[config.mk]
export PLATFORM = sky130hd
export DESIGN_NAME = object_header_parse_check
export DESIGN_NICKNAME = d
export VERILOG_FILES = /design/src/ohpc_pkg.sv /design/src/ohpc_in_stage.sv /design/src/ohpc_parser.sv /design/src/ohpc_out_stage.sv /design/src/object_header_parse_check.sv
export SDC_FILE = /design/constraint.sdc
export NUM_CORES = 1
export LEC_CHECK = 0
export BUFFER_PORTS_ARGS = -buffer_cell sky130_fd_sc_hd__buf_2
export CAP_MARGIN = 20
export CELL_PAD_IN_SITES_DETAIL_PLACEMENT = 2
export CELL_PAD_IN_SITES_GLOBAL_PLACEMENT = 2
export CORE_UTILIZATION = 35
export CTS_BUF_LIST = sky130_fd_sc_hd__clkbuf_8
export DETAILED_ROUTE_END_ITERATION = 7
export PLACE_DENSITY = 0.83
export SYNTH_ARGS = -nofsm -noshare
export SYNTH_HDL_FRONTEND = slang
export SYNTH_SLANG_ARGS = --single-unit
[constraint.sdc]
create_clock -name clk -period 5.4 [get_ports clk]
set_clock_uncertainty 0.1 [all_clocks]
set_input_delay 0.54 -clock clk [delete_from_list [all_inputs] [get_ports clk]]
set_output_delay 0.54 -clock clk [all_outputs]
set_load 0.01 [all_outputs]
[src/ohpc_pkg.sv]
// shared types, codes and constant tables for the object header checker
package ohpc_pkg;

  // width of the size, header and content counters and of the length fields
  localparam int LEN_BITS = 32;
  // a type name this long or longer never matches
  localparam int MAX_NAME_LENGTH = 16;
  // name position saturates here
  localparam logic [3:0] NAME_POS_MAX = 4'd15;

  localparam logic [7:0] CHAR_SPACE = 8'h20;
  localparam logic [7:0] CHAR_NUL   = 8'h00;
  localparam logic [7:0] CHAR_ZERO  = 8'h30;
  localparam logic [7:0] CHAR_NINE  = 8'h39;

  // parse phases
  typedef enum logic [1:0] {
    PH_NAME = 2'd0,
    PH_SIZE = 2'd1,
    PH_BODY = 2'd2,
    PH_FAIL = 2'd3
  } phase_t;

  // result status codes
  typedef enum logic [2:0] {
    ST_OK       = 3'd0,
    ST_NO_SPACE = 3'd1,
    ST_BAD_TYPE = 3'd2,
    ST_NO_NUL   = 3'd3,
    ST_BAD_SIZE = 3'd4,
    ST_MISMATCH = 3'd5
  } status_t;

  // object type codes
  localparam logic [1:0] TYPE_BLOB   = 2'd0;
  localparam logic [1:0] TYPE_TREE   = 2'd1;
  localparam logic [1:0] TYPE_COMMIT = 2'd2;
  localparam logic [1:0] TYPE_TAG    = 2'd3;

  // type name spelling, zero padded
  localparam logic [7:0] TYPE_TEXT [4][8] = '{
    '{8'h62, 8'h6c, 8'h6f, 8'h62, 8'h00, 8'h00, 8'h00, 8'h00},  // blob
    '{8'h74, 8'h72, 8'h65, 8'h65, 8'h00, 8'h00, 8'h00, 8'h00},  // tree
    '{8'h63, 8'h6f, 8'h6d, 8'h6d, 8'h69, 8'h74, 8'h00, 8'h00},  // commit
    '{8'h74, 8'h61, 8'h67, 8'h00, 8'h00, 8'h00, 8'h00, 8'h00}   // tag
  };
  localparam logic [3:0] TYPE_NAME_BYTES [4] = '{4'd4, 4'd4, 4'd6, 4'd3};

  // one request: a byte of the object image
  typedef struct packed {
    logic [7:0] data_byte;
    logic       last_byte;
  } in_item_t;

  // one result per object image
  typedef struct packed {
    logic [2:0]          status;
    logic [1:0]          object_type;
    logic [LEN_BITS-1:0] header_length;
    logic [LEN_BITS-1:0] content_length;
  } out_item_t;

endpackage

[src/ohpc_in_stage.sv]
// input register stage holding one request byte
module ohpc_in_stage
  import ohpc_pkg::*;
(
  input  logic     clk,
  input  logic     rst,
  input  logic     in_valid,
  output logic     in_ready,
  input  in_item_t in_data,
  input  logic     advance,
  output logic     held_valid,
  output in_item_t held_item
);

  // free when empty or when the held byte moves on this cycle
  assign in_ready = !held_valid || advance;

  // valid flag
  always_ff @(posedge clk) begin
    if (rst) begin
      held_valid <= 1'b0;
    end else if (in_valid && in_ready) begin
      held_valid <= 1'b1;
    end else if (advance) begin
      held_valid <= 1'b0;
    end
  end

  // payload
  always_ff @(posedge clk) begin
    if (in_valid && in_ready) begin
      held_item <= in_data;
    end
  end

endmodule

[src/ohpc_parser.sv]
// header parse state and per-byte update, result formed on the last byte
module ohpc_parser
  import ohpc_pkg::*;
(
  input  logic      clk,
  input  logic      rst,
  input  logic      step,
  input  in_item_t  item,
  output out_item_t result
);

  phase_t              phase, phase_next;
  logic [3:0]          name_pos, name_pos_next;
  logic [3:0]          cand, cand_next;
  logic [3:0]          hit;
  logic [LEN_BITS-1:0] size_acc, size_acc_next;
  logic [LEN_BITS-1:0] hdr_cnt, hdr_cnt_next;
  logic [LEN_BITS-1:0] body_cnt, body_cnt_next;
  status_t             err, err_next;
  status_t             status;
  logic [1:0]          kind;
  logic [LEN_BITS+3:0] size_prod;
  logic [LEN_BITS+3:0] size_wide;
  logic                is_digit;

  // state registers, back to reset after the last byte
  always_ff @(posedge clk) begin
    if (rst) begin
      phase    <= PH_NAME;
      name_pos <= '0;
      cand     <= 4'hF;
      size_acc <= '0;
      hdr_cnt  <= '0;
      body_cnt <= '0;
      err      <= ST_OK;
    end else if (step) begin
      if (item.last_byte) begin
        phase    <= PH_NAME;
        name_pos <= '0;
        cand     <= 4'hF;
        size_acc <= '0;
        hdr_cnt  <= '0;
        body_cnt <= '0;
        err      <= ST_OK;
      end else begin
        phase    <= phase_next;
        name_pos <= name_pos_next;
        cand     <= cand_next;
        size_acc <= size_acc_next;
        hdr_cnt  <= hdr_cnt_next;
        body_cnt <= body_cnt_next;
        err      <= err_next;
      end
    end
  end

  // size times ten plus digit, with room to see overflow
  assign size_wide = {4'b0, size_acc};
  assign is_digit  = (item.data_byte >= CHAR_ZERO) && (item.data_byte <= CHAR_NINE);
  assign size_prod = (size_wide << 3) + (size_wide << 1)
                   + {{LEN_BITS{1'b0}}, 4'(item.data_byte - CHAR_ZERO)};

  // next state for one byte
  always_comb begin
    phase_next    = phase;
    name_pos_next = name_pos;
    cand_next     = cand;
    size_acc_next = size_acc;
    hdr_cnt_next  = hdr_cnt;
    body_cnt_next = body_cnt;
    err_next      = err;
    hit           = '0;
    unique case (phase)
      PH_NAME: begin
        hdr_cnt_next = (&hdr_cnt) ? hdr_cnt : hdr_cnt + LEN_BITS'(1);
        if (item.data_byte == CHAR_SPACE) begin
          for (int i = 0; i < 4; i++) begin
            if (cand[i] && (TYPE_NAME_BYTES[i] == name_pos)
                && ({1'b0, name_pos} < 5'(MAX_NAME_LENGTH))) begin
              hit = 4'(1 << i);
            end
          end
          if (hit != '0) begin
            cand_next  = hit;
            phase_next = PH_SIZE;
          end else begin
            err_next   = ST_BAD_TYPE;
            phase_next = PH_FAIL;
          end
        end else begin
          for (int i = 0; i < 4; i++) begin
            if (!((name_pos < TYPE_NAME_BYTES[i])
                  && (TYPE_TEXT[i][name_pos[2:0]] == item.data_byte))) begin
              cand_next[i] = 1'b0;
            end
          end
          if (name_pos != NAME_POS_MAX) begin
            name_pos_next = name_pos + 4'd1;
          end
        end
      end
      PH_SIZE: begin
        hdr_cnt_next = (&hdr_cnt) ? hdr_cnt : hdr_cnt + LEN_BITS'(1);
        if (item.data_byte == CHAR_NUL) begin
          phase_next = (err != ST_OK) ? PH_FAIL : PH_BODY;
        end else if (err == ST_OK) begin
          if (!is_digit || (size_prod[LEN_BITS+3:LEN_BITS] != '0)) begin
            err_next = ST_BAD_SIZE;
          end else begin
            size_acc_next = size_prod[LEN_BITS-1:0];
          end
        end
      end
      PH_BODY: begin
        if (&body_cnt) begin
          err_next = ST_MISMATCH;
        end else begin
          body_cnt_next = body_cnt + LEN_BITS'(1);
        end
      end
      PH_FAIL: begin
      end
      default: begin
      end
    endcase
  end

  // status after this byte
  always_comb begin
    unique case (phase_next)
      PH_NAME: status = ST_NO_SPACE;
      PH_FAIL: status = err_next;
      PH_SIZE: status = ST_NO_NUL;
      PH_BODY: begin
        if ((err_next != ST_OK) || (body_cnt_next != size_acc_next)) begin
          status = ST_MISMATCH;
        end else begin
          status = ST_OK;
        end
      end
      default: status = ST_NO_SPACE;
    endcase
  end

  // matched type: highest live candidate
  always_comb begin
    kind = TYPE_BLOB;
    for (int i = 0; i < 4; i++) begin
      if (cand_next[i]) begin
        kind = 2'(i);
      end
    end
  end

  // result fields, cleared unless ok
  always_comb begin
    result.status = status;
    if (status == ST_OK) begin
      result.object_type    = kind;
      result.header_length  = hdr_cnt_next;
      result.content_length = size_acc_next;
    end else begin
      result.object_type    = TYPE_BLOB;
      result.header_length  = '0;
      result.content_length = '0;
    end
  end

endmodule

[src/ohpc_out_stage.sv]
// output register holding one finished result
module ohpc_out_stage
  import ohpc_pkg::*;
(
  input  logic      clk,
  input  logic      rst,
  input  logic      load,
  input  out_item_t result,
  output logic      out_valid,
  input  logic      out_ready,
  output out_item_t out_data
);

  // valid flag
  always_ff @(posedge clk) begin
    if (rst) begin
      out_valid <= 1'b0;
    end else if (load) begin
      out_valid <= 1'b1;
    end else if (out_ready) begin
      out_valid <= 1'b0;
    end
  end

  // payload
  always_ff @(posedge clk) begin
    if (load) begin
      out_data <= result;
    end
  end

endmodule

[src/object_header_parse_check.sv]
// top level of the object header checker
// Checks an object image that arrives one byte per request, the header being
// "type SP decimal-size NUL" with type blob, tree, commit or tag. One byte is
// taken every cycle; the parse state is updated by combinational logic
// from the input register, and the byte flagged last produces one result in
// the output register, loaded as that byte moves on. The input register keeps
// taking bytes while a result waits; only a last byte that finds the output
// register still full stalls. Status is ok only when the content byte count
// equals the declared size; other fields are zero on any error.
module object_header_parse_check
  import ohpc_pkg::*;
(
  input  logic      clk,
  input  logic      rst,
  input  logic      in_valid,
  output logic      in_ready,
  input  in_item_t  in_data,
  output logic      out_valid,
  input  logic      out_ready,
  output out_item_t out_data
);

  logic      held_valid;
  in_item_t  held_item;
  logic      advance;
  out_item_t result;

  // a held byte moves on unless it is last and the result slot is busy
  assign advance = held_valid
                && (!held_item.last_byte || !out_valid || out_ready);

  ohpc_in_stage u_in_stage (
    .clk        (clk),
    .rst        (rst),
    .in_valid   (in_valid),
    .in_ready   (in_ready),
    .in_data    (in_data),
    .advance    (advance),
    .held_valid (held_valid),
    .held_item  (held_item)
  );

  ohpc_parser u_parser (
    .clk    (clk),
    .rst    (rst),
    .step   (advance),
    .item   (held_item),
    .result (result)
  );

  ohpc_out_stage u_out_stage (
    .clk       (clk),
    .rst       (rst),
    .load      (advance && held_item.last_byte),
    .result    (result),
    .out_valid (out_valid),
    .out_ready (out_ready),
    .out_data  (out_data)
  );

endmodule
# == Word-level counts from Yosys, hierarchy flattened ==
# Memory sizes are Yosys's and may differ from the RTL's.
# Index checks and enable logic that the tools add are counted.
# totals
word_cells,150
rom_bits,256
out_inout_bits,71
ff_bits,189
input_bits,13
mem_count,4
# op_classes
n_lt_le_gt_ge,6
n_reduce_logical,39
n_addsub,6
bitwise,1
n_eq_ne,18
mux,60
# memory_table
memory,words,width,read_ports,rd_clocked_by_memory_dff,wr,line,text
(no name shown),8,8,1,0,0,ohpc_parser.sv:93,&& (TYPE_TEXT[i][name_pos[2:0]] == item.data_byte))) begin
(no name shown),8,8,1,0,0,ohpc_parser.sv:93,
(no name shown),8,8,1,0,0,ohpc_parser.sv:93,
(no name shown),8,8,1,0,0,ohpc_parser.sv:93,
# op_table
op,count
$mux 32,11
$add 32x1->32 const B,2
$mux 8,8
$reduce_and 32->1,2
$mux 4,11
$add 35x33->36,1
$add 36x4->36,1
$eq 8x8->1,4
$ne 32x32->1,1
$mux 3,9
$mux 2,7
$logic_and 1x1->1,12
$pmux 3 s4,1
$mux 1,11
$pmux 3 s3,1
$eq 3x4->1 const A,2
$eq 8x6->1 const B,1
$ge 8x6->1 const B,1
$le 8x6->1 const B,1
$logic_not 8->1,1
$lt 4x3->1 const B,2
$reduce_and 4->1,2
$reduce_bool 2->1,4
$reduce_bool 4->1,2
other kinds (19),32

# == Logic depth before layout (Yosys ltp) ==
# Gate-level depths: netlist of the first run.
# depth
ltp_word,17
mapped_depth,20
ltp_nobuf,16

# == Cells and area by module ==
# Synthesis of the first run repeated with hierarchy kept, for this count alone.
# hier_totals
cells_unflattened,1557
area_unflattened_um2,13163.9
# by_module_without_submodules
module,area_per_inst_um2,n_inst,cells_per_inst,seq_area_each_um2
ohpc_parser,10695.3,1,1466,2182.1
ohpc_out_stage,2110.8,1,73,2092.0
ohpc_in_stage,325.3,1,14,290.3
object_header_parse_check,32.5,1,4,0.0

# == Worst setup path after synthesis of the first run ==
# Ideal clock, no wire load.
# synth_timing
path_type,register -> register
startpoint,reg u_in_stage.held_item[4] (netlist name)
endpoint,reg u_out_stage.out_data[66] (netlist name)
synth_period_minus_slack_ns,4.713
path_slack_ns,0.687
arrival_ns,4.347
t_required_ns,5.035
setup_ns,0.265
path_buffers,2
path_stages_with_launch,19
path_cell_list,edfxtp_1 clkbuf_1 inv_1 fa_1 inv_1 fa_1 nand3_1 and2_1 o21ai_1 a311oi_2 o21ai_2 mux2i_1 clkbuf_1 nor2_1 mux2i_1 a2111o_1 nor4_2 a21boi_0 or3_1

# == Worst setup path in the final report of the first run ==
# layout_timing
startpoint,reg u_parser.size_acc[10]
endpoint,reg u_out_stage.out_data[2] (netlist name)
# layout_via
elab_chain_cells,13
elab_cells_between_ends,18
classes_between,2 x add/sub; 1 x eq/ne; 10 x mux; 5 x reduce/logical
# layout_lines
element,line,text
start: declaration,ohpc_parser.sv:16,"logic [LEN_BITS-1:0] size_acc, size_acc_next;"
start signal: assignment,ohpc_parser.sv:49,size_acc <= size_acc_next;
$add 35x33->36,ohpc_parser.sv:60,assign size_prod = (size_wide << 3) + (size_wide << 1)
$add 36x4->36,ohpc_parser.sv:61,"+ {{LEN_BITS{1'b0}}, 4'(item.data_byte - CHAR_ZERO)};"
$reduce_bool 4->1,ohpc_parser.sv:107,if (!is_digit || (size_prod[LEN_BITS+3:LEN_BITS] != '0)) begin
$logic_or 1x1->1,ohpc_parser.sv:107,
$mux 32 or $mux 3 (tied branches),ohpc_parser.sv:107,
$mux 32 or $mux 3 (tied branches),ohpc_parser.sv:106,end else if (err == ST_OK) begin
$mux 32 or $mux 3 (tied branches),ohpc_parser.sv:104,if (item.data_byte == CHAR_NUL) begin
$mux 32 or $pmux 3 s3 (tied branches),ohpc_parser.sv:73,unique case (phase)
$ne 32x32->1 or $reduce_bool 3->1 (tied branches),ohpc_parser.sv:135,if ((err_next != ST_OK) || (body_cnt_next != size_acc_next)) begin
$logic_or 1x1->1,ohpc_parser.sv:135,
$mux 3,ohpc_parser.sv:135,
$pmux 3 s4,ohpc_parser.sv:130,unique case (phase_next)
$logic_not 3->1,ohpc_parser.sv:158,if (status == ST_OK) begin
# Several ways; a longest one is shown, not always the timed one.
# A chain may end at the register's enable or synchronous reset.

==> impl_metrics.sql, run 1 <==
INSERT INTO impl_metrics (metric_group, metric, value, unit) VALUES
('detailed_routing', 'drt-total-wl', '53.8', 'mm'),
('grt', 'grt_max_degree', '74', ''),
('synth', 'yosys_register_bits', '189', ''),
('power', 'register_share_of_total_power', '0.568', ''),
('sta', 'final.setup.worst_slack', '0.219', 'ns'),
('placed_design', 'place.detailed.hpwl', '40.0', 'mm'),
('cells_and_area', 'antenna_cells', '0', ''),
('grt', 'antenna_violations_before_repair', '0', ''),
('die', 'width_of_the_die', '195', 'um'),
('die', 'initial_utilization', '0.355', ''),
('critical_path', 'reg2regPathDepth', '16', ''),
('detailed_routing', 'dr.pass1.iters', '5', ''),
('sta', 'timing.final.hold_violations', '0', ''),
('detailed_routing', 'routedWlPerCell', '25.1', 'um'),
('power', 'p_leak', '0.00554', 'uW'),
('synth', 'synth_enable_flop_cells', '78', ''),
('cells_and_area', 'nets_final', '1753', ''),
('clocking', 'clock-root-buffer', 'sky130_fd_sc_hd__clkbuf_8', ''),
('critical_path', 'cp.arrival', '5.40', 'ns'),
('sta', 'setup_viol', '0', ''),
('critical_path', 'cp-startpoint', 'u_parser.size_acc[10]', ''),
('placed_design', 'final_weighted_congestion_in_routability_driven_placement', '0.940', ''),
('synth', 'yosysWarnings', '0', ''),
('sta', 'finalHoldWorstSlack', '0.0903', 'ns'),
('placed_design', 'dpl_worst_slack', '-0.0295', 'ns'),
('worst_hold_path', 'worstHoldEndpoint', 'u_in_stage.held_item[5]', ''),
('die', 'num_io_pins', '84', ''),
('clocking', 'cts-root-to-sink-buffers', '2', ''),
('power', 'power_switching', '734', 'uW'),
('power', 'max-vdd-ir-drop', '0.000170', 'V'),
('synth', 'post_synth_main_area_contributors', 'sky130_fd_sc_hd__edfxtp_1, sky130_fd_sc_hd__dfxtp_1, sky130_fd_sc_hd__ha_1, sky130_fd_sc_hd__nor2_1, sky130_fd_sc_hd__a21oi_1', ''),
('sta', 'timing.max_slew.rel_slack', '0.391', ''),
('sta', 'post_route_fraction_of_the_period_consumed_by_the_critical_path', '0.959', ''),
('sta', 'timing_worst_slew_pin_value', '0.907', 'ns'),
('synth', 'cell_count_after_synthesis', '1583', ''),
('die', 'die_area', '0.0379', 'mm2'),
('clocking', 'clkSinkCount', '189', ''),
('power', 'power_frac_clock', '0.378', ''),
('detailed_routing', 'vias_per_cell', '6.05', ''),
('cells_and_area', 'drive_gt1_frac', '0.142', ''),
('critical_path', 'crit_path_end_kind', 'flop', ''),
('run', 'drv.max_cap_violation_count', '0', ''),
('worst_hold_path', 'hold_path_startpoint', 'in_data[5]', ''),
('power', 'combinationalPowerShare', '0.054', ''),
('die', 'die_h', '195', 'um'),
('detailed_routing', 'drt_first_iter_violations', '837', ''),
('grt', 'grtUsageTotal', '0.283', ''),
('synth', 'synth.largest_area_cell', 'sky130_fd_sc_hd__edfxtp_1', ''),
('synth', 'synth.yosys.seq_area_share', '0.352', ''),
('clocking', 'path_clk_slew', '0.12', 'ns'),
('power', 'cell_internal_pwr', '1920', 'uW'),
('die', 'rows', '70', ''),
('grt', 'first_global_vias', '13800', ''),
('synth', 'netlist_top_cells_count', 'sky130_fd_sc_hd__nor2_1, sky130_fd_sc_hd__nand2_1, sky130_fd_sc_hd__a21oi_1', ''),
('placed_design', 'portBuffers', '83', ''),
('worst_hold_path', 'min-delay-path-class', 'input pin to flop', ''),
('detailed_routing', 'routed-via-count', '13000', ''),
('sta', 'achievable-frequency', '193', 'MHz'),
('synth', 'mappedNetlistNets', '1670', ''),
('worst_hold_path', 'hold_path_depth', '1', ''),
('critical_path', 'timing.critical_path.buf_inv', '2', ''),
('critical_path', 'cp-start-kind', 'flop', ''),
('synth', 'synth_cell_types', '86', ''),
('critical_path', 'rr_startpoint', 'u_parser.size_acc[10]', ''),
('synth', 'yosys.area.top_type_share', '0.180', ''),
('clocking', 'clock_latency', '0.51', 'ns'),
('power', 'power_switching_share', '0.277', ''),
('critical_path', 'slowest_stage', 'sky130_fd_sc_hd__dfxtp_1', ''),
('grt', 'grt_overflow', '0', ''),
('run_status', 'status', 'complete, no violations', ''),
('clocking', 'cts_tree', 'built', '');
[state kept, by name, indices dropped and copies added (netlist names)]
signal,flops
u_in_stage.held_item,9
u_parser.hdr_cnt,32
u_parser.name_pos,4
u_out_stage.out_data,69
u_parser.phase,2
u_parser.err,3
u_parser.size_acc,32
u_parser.body_cnt,32
u_in_stage.held_valid,1
u_out_stage.out_valid,1
u_parser.cand,4
[repair_timing]
action | in CTS | in global routing
setup endpoints to repair | 11 | 64
pin swaps | 0 | 3
gates resized for setup | 1 | 16
gates cloned | 0 | 1
buffers inserted | 0 | 2
[logic make-up after synthesis]
family	after synthesis	share of synthesized area
and+or+nand+nor	642	0.233
AOI/OAI and AO/OA	436	0.219
DFF	189	0.352
buffers and inverters	118	0.0385
xor gates and xnor gates	112	0.0762
adders and majority gates	74	0.0725
muxes	12	0.00964
[worst register-to-register path, delay by kind of cell (launching register included)]
family / cells / cell delay (ns)
compound gates: 6 / 1.59
mux: 1 / 0.18
flops: 1 / 0.52
simple gates: 4 / 1.16
fa+ha+maj: 2 / 0.74
buf+inv: 2 / 0.40
xor+xnor: 1 / 0.31
[final cells by class]
type                       instances  area, um2
tap                              468        586
sequential                       189       4560
clock inverter                    15        158
timing repair buffer             149        950
fill                            4128      21900
multi-input combinational       1277       8040
inverter                          32        120
clock buffer                      17        234
[power by group through the flow]
| stage | sequential (uW) | clock (uW) | combinational (uW) |
|---|---|---|---|
| global placement | 1540 | 0 | 134 |
| CTS | 1510 | 1010 | 141 |
| detailed placement | 1540 | 0 | 140 |
| global route | 1510 | 1060 | 155 |
| finish | 1510 | 1000 | 143 |
| floorplan | 1540 | 0 | 80.7 |
[routing by layer]
layer	track usage	up-vias	part of all wire
met5	0	-	0
met4	0.0864	0	0.027
met3	0.0352	73	0.031
met2	0.498	294	0.50
met1	0.359	6680	0.45
li1	-	5935	-
[worst max path at each step]
stage | endpoint | depth (start not counted) | slack, ns
final | u_out_stage.out_data[2] | 16 | 0.22
after global routing | u_out_stage.out_data[3] | 18 | -0.03
after CTS | u_out_stage.out_data[7] | 16 | 0.05
after detailed placement | u_out_stage.out_data[7] | 16 | -0.03
after floorplan | u_out_stage.out_data[66] | 18 | 0.69
after global placement | u_out_stage.out_data[37] | 16 | 0.23
[layout by cell type, fill, tap and decap left out, types with 15 or more instances in the layout]
cell / Yosys / routed
sky130_fd_sc_hd__xnor2_1: 70 / 70
sky130_fd_sc_hd__nor2b_1: 15 / 15
sky130_fd_sc_hd__o21ai_0: 97 / 96
sky130_fd_sc_hd__and3_1: 20 / 19
sky130_fd_sc_hd__inv_1: 31 / 33
sky130_fd_sc_hd__nor3_1: 32 / 32
sky130_fd_sc_hd__nand2_1: 163 / 163
sky130_fd_sc_hd__and2_1: 17 / 17
sky130_fd_sc_hd__and4_1: 15 / 15
sky130_fd_sc_hd__nor2_1: 235 / 233
sky130_fd_sc_hd__a22oi_1: 57 / 57
sky130_fd_sc_hd__ha_1: 72 / 72
sky130_fd_sc_hd__buf_4: 3 / 64
sky130_fd_sc_hd__nand3_1: 42 / 42
sky130_fd_sc_hd__clkbuf_8: 0 / 17
sky130_fd_sc_hd__nand4_1: 27 / 27
sky130_fd_sc_hd__nor4_1: 23 / 20
sky130_fd_sc_hd__a21oi_1: 125 / 123
sky130_fd_sc_hd__buf_2: 12 / 82
sky130_fd_sc_hd__dfxtp_1: 111 / 111
sky130_fd_sc_hd__edfxtp_1: 78 / 78
sky130_fd_sc_hd__xor2_1: 41 / 41
sky130_fd_sc_hd__a31oi_1: 16 / 15
sky130_fd_sc_hd__or3_1: 27 / 27
[through the flow]
step,std cells,util,area [um2],total power [uW],setup TNS [ns]
after floorplan,1583,-,13000,1620,0
after global placement,2111,0.387,14100,1670,0
after detailed placement,2111,0.387,14100,1680,-0.0295
after CTS,2143,0.398,14500,2660,0
after global routing,2147,0.401,14700,2730,-0.0559
final,2147,0.401,14700,2650,0
Note: power is estimated with default switching activity, not from simulation.
==> run 2, diff against run 1 <==
--- a/config.mk
+++ b/config.mk
@@ -10,9 +10,10 @@
 export CELL_PAD_IN_SITES_DETAIL_PLACEMENT = 2
 export CELL_PAD_IN_SITES_GLOBAL_PLACEMENT = 2
 export CORE_UTILIZATION = 35
-export CTS_BUF_LIST = sky130_fd_sc_hd__clkbuf_8
+export CTS_BUF_LIST = sky130_fd_sc_hd__clkbuf_16
 export DETAILED_ROUTE_END_ITERATION = 7
-export PLACE_DENSITY = 0.83
+export PLACE_DENSITY = 0.82
 export SYNTH_ARGS = -nofsm -noshare
 export SYNTH_HDL_FRONTEND = slang
+export SYNTH_HIERARCHICAL = 1
 export SYNTH_SLANG_ARGS = --single-unit
==> impl_metrics.sql, run 2 <==
INSERT INTO impl_metrics (metric_group, metric, value, unit) VALUES
('run_status', 'status', 'complete, no violations', ''),
('detailed_routing', 'vias_per_cell', '6.03', ''),
('power', 'cell_internal_pwr', '2190', 'uW'),
('grt', 'grt_max_degree', '70', ''),
('clocking', 'cts-buffers-inserted', '17', ''),
('die', 'die_area', '0.0384', 'mm2'),
('synth', 'synth_flop_cell', 'sky130_fd_sc_hd__dfxtp_1', ''),
('cells_and_area', 'largest_register_ffs', '69', ''),
('sta', 'setup_viol', '0', ''),
('sta', 'slew_violations', '0', ''),
('cells_and_area', 'antenna_cells', '0', ''),
('critical_path', 'ff_to_ff_end', 'u_out_stage/out_data[50]', ''),
('critical_path', 'setup.reg_to_reg.worst_slack', '0.16', 'ns'),
('detailed_routing', 'drt-total-wl', '51.6', 'mm'),
('clocking', 'clock_latency', '0.46', 'ns'),
('clocking', 'cts-root-to-sink-buffers', '2', ''),
('sta', 'final.setup.tns', '0', 'ns'),
('critical_path', 'cp.arrival', '5.41', 'ns'),
('critical_path', 'rr_startpoint', 'u_parser/size_acc[0]', ''),
('sta', 'timing_worst_slew_pin_value', '0.949', 'ns'),
('detailed_routing', 'routed-via-count', '12800', ''),
('critical_path', 'cp-start-kind', 'flop', ''),
('cells_and_area', 'mostFrequentLayoutCells', 'sky130_fd_sc_hd__nor2_1, sky130_fd_sc_hd__a21oi_1, sky130_fd_sc_hd__dfxtp_1', ''),
('grt', 'grtUsageTotal', '0.267', ''),
('grt', 'global_route_track_usage_on_met3', '0.0321', ''),
('power', 'power_switching_share', '0.271', ''),
('power', 'register_share_of_total_power', '0.504', ''),
('grt', 'first_global_vias', '13700', ''),
('detailed_routing', 'drt_first_iter_violations', '753', ''),
('power', 'p_leak', '0.00569', 'uW'),
('worst_hold_path', 'min-delay-path-class', 'input pin to flop', ''),
('grt', 'antenna_violations_before_repair', '0', ''),
('critical_path', 'timing.setup.critical_path_class', 'flop to flop', ''),
('detailed_routing', 'dr.pass1.iters', '6', ''),
('synth', 'post_synth_main_area_contributors', 'sky130_fd_sc_hd__edfxtp_1, sky130_fd_sc_hd__dfxtp_1, sky130_fd_sc_hd__ha_1, sky130_fd_sc_hd__nor2_1, sky130_fd_sc_hd__xnor2_1', ''),
('sta', 'timing.max_slew.rel_slack', '0.365', ''),
('power', 'power_density', '200', 'mW/mm2'),
('sta', 'achievable-frequency', '191', 'MHz'),
('placed_design', 'portBuffers', '83', ''),
('clocking', 'cts_tree', 'built', ''),
('die', 'die_h', '196', 'um'),
('clocking', 'clkSinkCount', '189', ''),
('critical_path', 'crit_path_end_kind', 'flop', ''),
('detailed_routing', 'drcViolationCount', '0', ''),
('synth', 'syn_area', '0.0132', 'mm2'),
('clocking', 'clock-root-buffer', 'sky130_fd_sc_hd__clkbuf_16', ''),
('power', 'power_frac_clock', '0.432', ''),
('die', 'coreArea', '0.0368', 'mm2'),
('grt', 'use_met2', '0.463', ''),
('die', 'width_of_the_die', '196', 'um'),
('critical_path', 'worst-path-max-fanout', '19', ''),
('worst_hold_path', 'worstHoldEndpoint', 'u_in_stage/held_item[2]', ''),
('detailed_routing', 'routedWlPerCell', '24.3', 'um'),
('cells_and_area', 'flow.area_growth_from_synthesis', '14.5', '%'),
('synth', 'yosys.area.top_type_share', '0.178', ''),
('critical_path', 'required_time_of_the_critical_path', '5.57', 'ns'),
('cells_and_area', 'drive_gt1_frac', '0.164', ''),
('synth', 'synth.largest_area_cell', 'sky130_fd_sc_hd__edfxtp_1', ''),
('synth', 'yosys_register_bits', '189', ''),
('cells_and_area', 'mostFrequentLayoutCell', 'sky130_fd_sc_hd__nor2_1', ''),
('power', 'power_switching', '817', 'uW'),
('detailed_routing', 'final_antenna_net_count', '0', ''),
('sta', 'timing.final.hold_violations', '0', ''),
('cells_and_area', 'nets_final', '1725', ''),
('synth', 'synth_enable_flop_cells', '78', ''),
('worst_hold_path', 'hold_path_startpoint', 'in_data[2]', ''),
('clocking', 'h-tree-depth', '4', ''),
('die', 'rows', '70', ''),
('placed_design', 'place.detailed.hpwl', '37.3', 'mm'),
('power', 'combinationalPowerShare', '0.065', ''),
('synth', 'cell_count_after_synthesis', '1557', ''),
('cells_and_area', 'top_register', 'u_out_stage/out_data', ''),
('synth', 'synth_cell_types', '84', ''),
('cells_and_area', 'final_core_utilization', '0.410', ''),
('grt', 'grt_overflow', '0', ''),
('grt', 'grt_busiest_layer', 'met2', ''),
('run', 'drv.max_cap_violation_count', '0', ''),
('synth', 'synth.yosys.seq_area_share', '0.347', ''),
('worst_hold_path', 'hold_path_depth', '1', ''),
('clocking', 'hold_fix_buffers_cts', '0', ''),
('synth', 'avgSynthCellArea', '8.45', 'um2'),
('power', 'max-vdd-ir-drop', '0.000231', 'V'),
('die', 'num_io_pins', '84', ''),
('clocking', 'path_clk_slew', '0.08', 'ns'),
('synth', 'mappedNetlistNets', '1644', ''),
('die', 'initial_utilization', '0.358', ''),
('synth', 'yosysMostFrequentCell', 'sky130_fd_sc_hd__nor2_1', ''),
('sta', 'post_route_fraction_of_the_period_consumed_by_the_critical_path', '0.970', ''),
('synth', 'netlist_top_cells_count', 'sky130_fd_sc_hd__nor2_1, sky130_fd_sc_hd__a21oi_1, sky130_fd_sc_hd__dfxtp_1', ''),
('sta', 'final_period_minus_worst_setup_slack', '5.24', 'ns'),
('power', 'power', '3010', 'uW'),
('grt', 'first_pass_grt_wire_length', '79.9', 'mm'),
('grt', 'groute.layer.met1.usage', '0.341', ''),
('sta', 'finalHoldWorstSlack', '0.154', 'ns'),
('placed_design', 'final_weighted_congestion_in_routability_driven_placement', '0.889', ''),
('cells_and_area', 'fillers', '4100', ''),
('critical_path', 'reg2regPathDepth', '18', ''),
('synth', 'synthArstFlopShare', '0', ''),
('synth', 'yosysWarnings', '6', '');
==> run 2: cell types whose count changed in the layout (fill, tap and decap cells not counted), sizes merged, moves of 11 or more <==
| cell | before | now |
|---|---|---|
| a21oi | 138 | 115 |
| or3 | 27 | 16 |
| nor2 | 235 | 209 |
| inv | 40 | 58 |
| nand2 | 163 | 91 |
| nor3 | 35 | 101 |
| mux2i | 8 | 22 |
==> run 2: worst max-delay path by stage <==
stage / depth (start not counted) / to / startpoint
after detailed placement: 18 / u_out_stage/out_data[14] / u_parser/size_acc[2]
final: 18 / u_out_stage/out_data[50] / u_parser/size_acc[0]
after CTS: 18 / u_out_stage/out_data[12] / u_parser/size_acc[2]
after global placement: 17 / u_out_stage/out_data[50] / u_parser/size_acc[23]
after global routing: 18 / u_out_stage/out_data[50] / u_parser/size_acc[0]
after floorplan: 20 / u_out_stage/out_data[56] / u_in_stage/held_item[4]
==> run 2: cell type report <==
class                      instances  area [um2]  area share
inverter                          48         180      0.0120
sequential                       189        4570       0.303
clock buffer                      18         450      0.0299
multi-input combinational       1226        8140       0.540
tap                              468         586      0.0389
timing repair buffer             156        1030      0.0682
clock inverter                    14         125     0.00830
==> run 2: kinds of logic (layout without fill, tap and decap cells) <==
kind of cell,count (synthesis),after routing,synth area share
compound gates,395,395,0.192
xor+xnor,113,113,0.0773
fa+ha+maj,74,74,0.0715
buf+inv,143,236,0.0446
flops,189,189,0.347
mux,25,25,0.0193
simple gates,618,619,0.249
==> run 2: routing by layer <==
layer	vias to the layer above	wire [um]
met5	-	0
met4	0	1500
met3	84	1980
met2	311	25000
met1	6499	23100
li1	5886	-
==> run 2: timing repair <==
action	4_1_cts	5_1_grt
setup endpoints to repair	45	63
gates resized for setup	8	13
pin swaps	1	4
gates cloned	0	2
buffers inserted	1	3
==> run 2: metrics by stage <==
| stage | cells | setup WS [ns] | instance area [um2] |
|---|---|---|---|
| after global placement | 2080 | 0.192 | 14300 |
| after floorplan | 1557 | 0.430 | 13200 |
| after detailed placement | 2080 | -0.0962 | 14300 |
| after CTS | 2113 | 0.0366 | 14900 |
| after global routing | 2119 | -0.00506 | 15100 |
| final | 2119 | 0.163 | 15100 |
==> run 2: critical path, cell delays in order, from the launching register on <==
cell	delay (ns)
sky130_fd_sc_hd__dfxtp_1	0.37
sky130_fd_sc_hd__inv_1	0.12
sky130_fd_sc_hd__fa_1	0.55
sky130_fd_sc_hd__inv_1	0.09
sky130_fd_sc_hd__ha_1	0.22
sky130_fd_sc_hd__a21oi_1	0.23
sky130_fd_sc_hd__a21oi_2	0.14
sky130_fd_sc_hd__o21ai_1	0.24
sky130_fd_sc_hd__a21oi_1	0.14
sky130_fd_sc_hd__a211oi_2	0.38
sky130_fd_sc_hd__mux2_2	0.47
sky130_fd_sc_hd__buf_4	0.19
sky130_fd_sc_hd__and4_1	0.22
sky130_fd_sc_hd__o21ai_1	0.28
sky130_fd_sc_hd__nand4b_1	0.21
sky130_fd_sc_hd__nor4_4	0.32
sky130_fd_sc_hd__a31oi_4	0.23
sky130_fd_sc_hd__buf_12	0.22
sky130_fd_sc_hd__nor4_2	0.30
==> run 2: power groups by stage <==
stage | Sequential [uW] | Combinational [uW] | Clock (uW)
final | 1520 | 195 | 1300
after detailed placement | 1550 | 192 | 0
after floorplan | 1550 | 118 | 0
after global placement | 1550 | 183 | 0
after CTS | 1520 | 194 | 1320
after global routing | 1520 | 211 | 1360
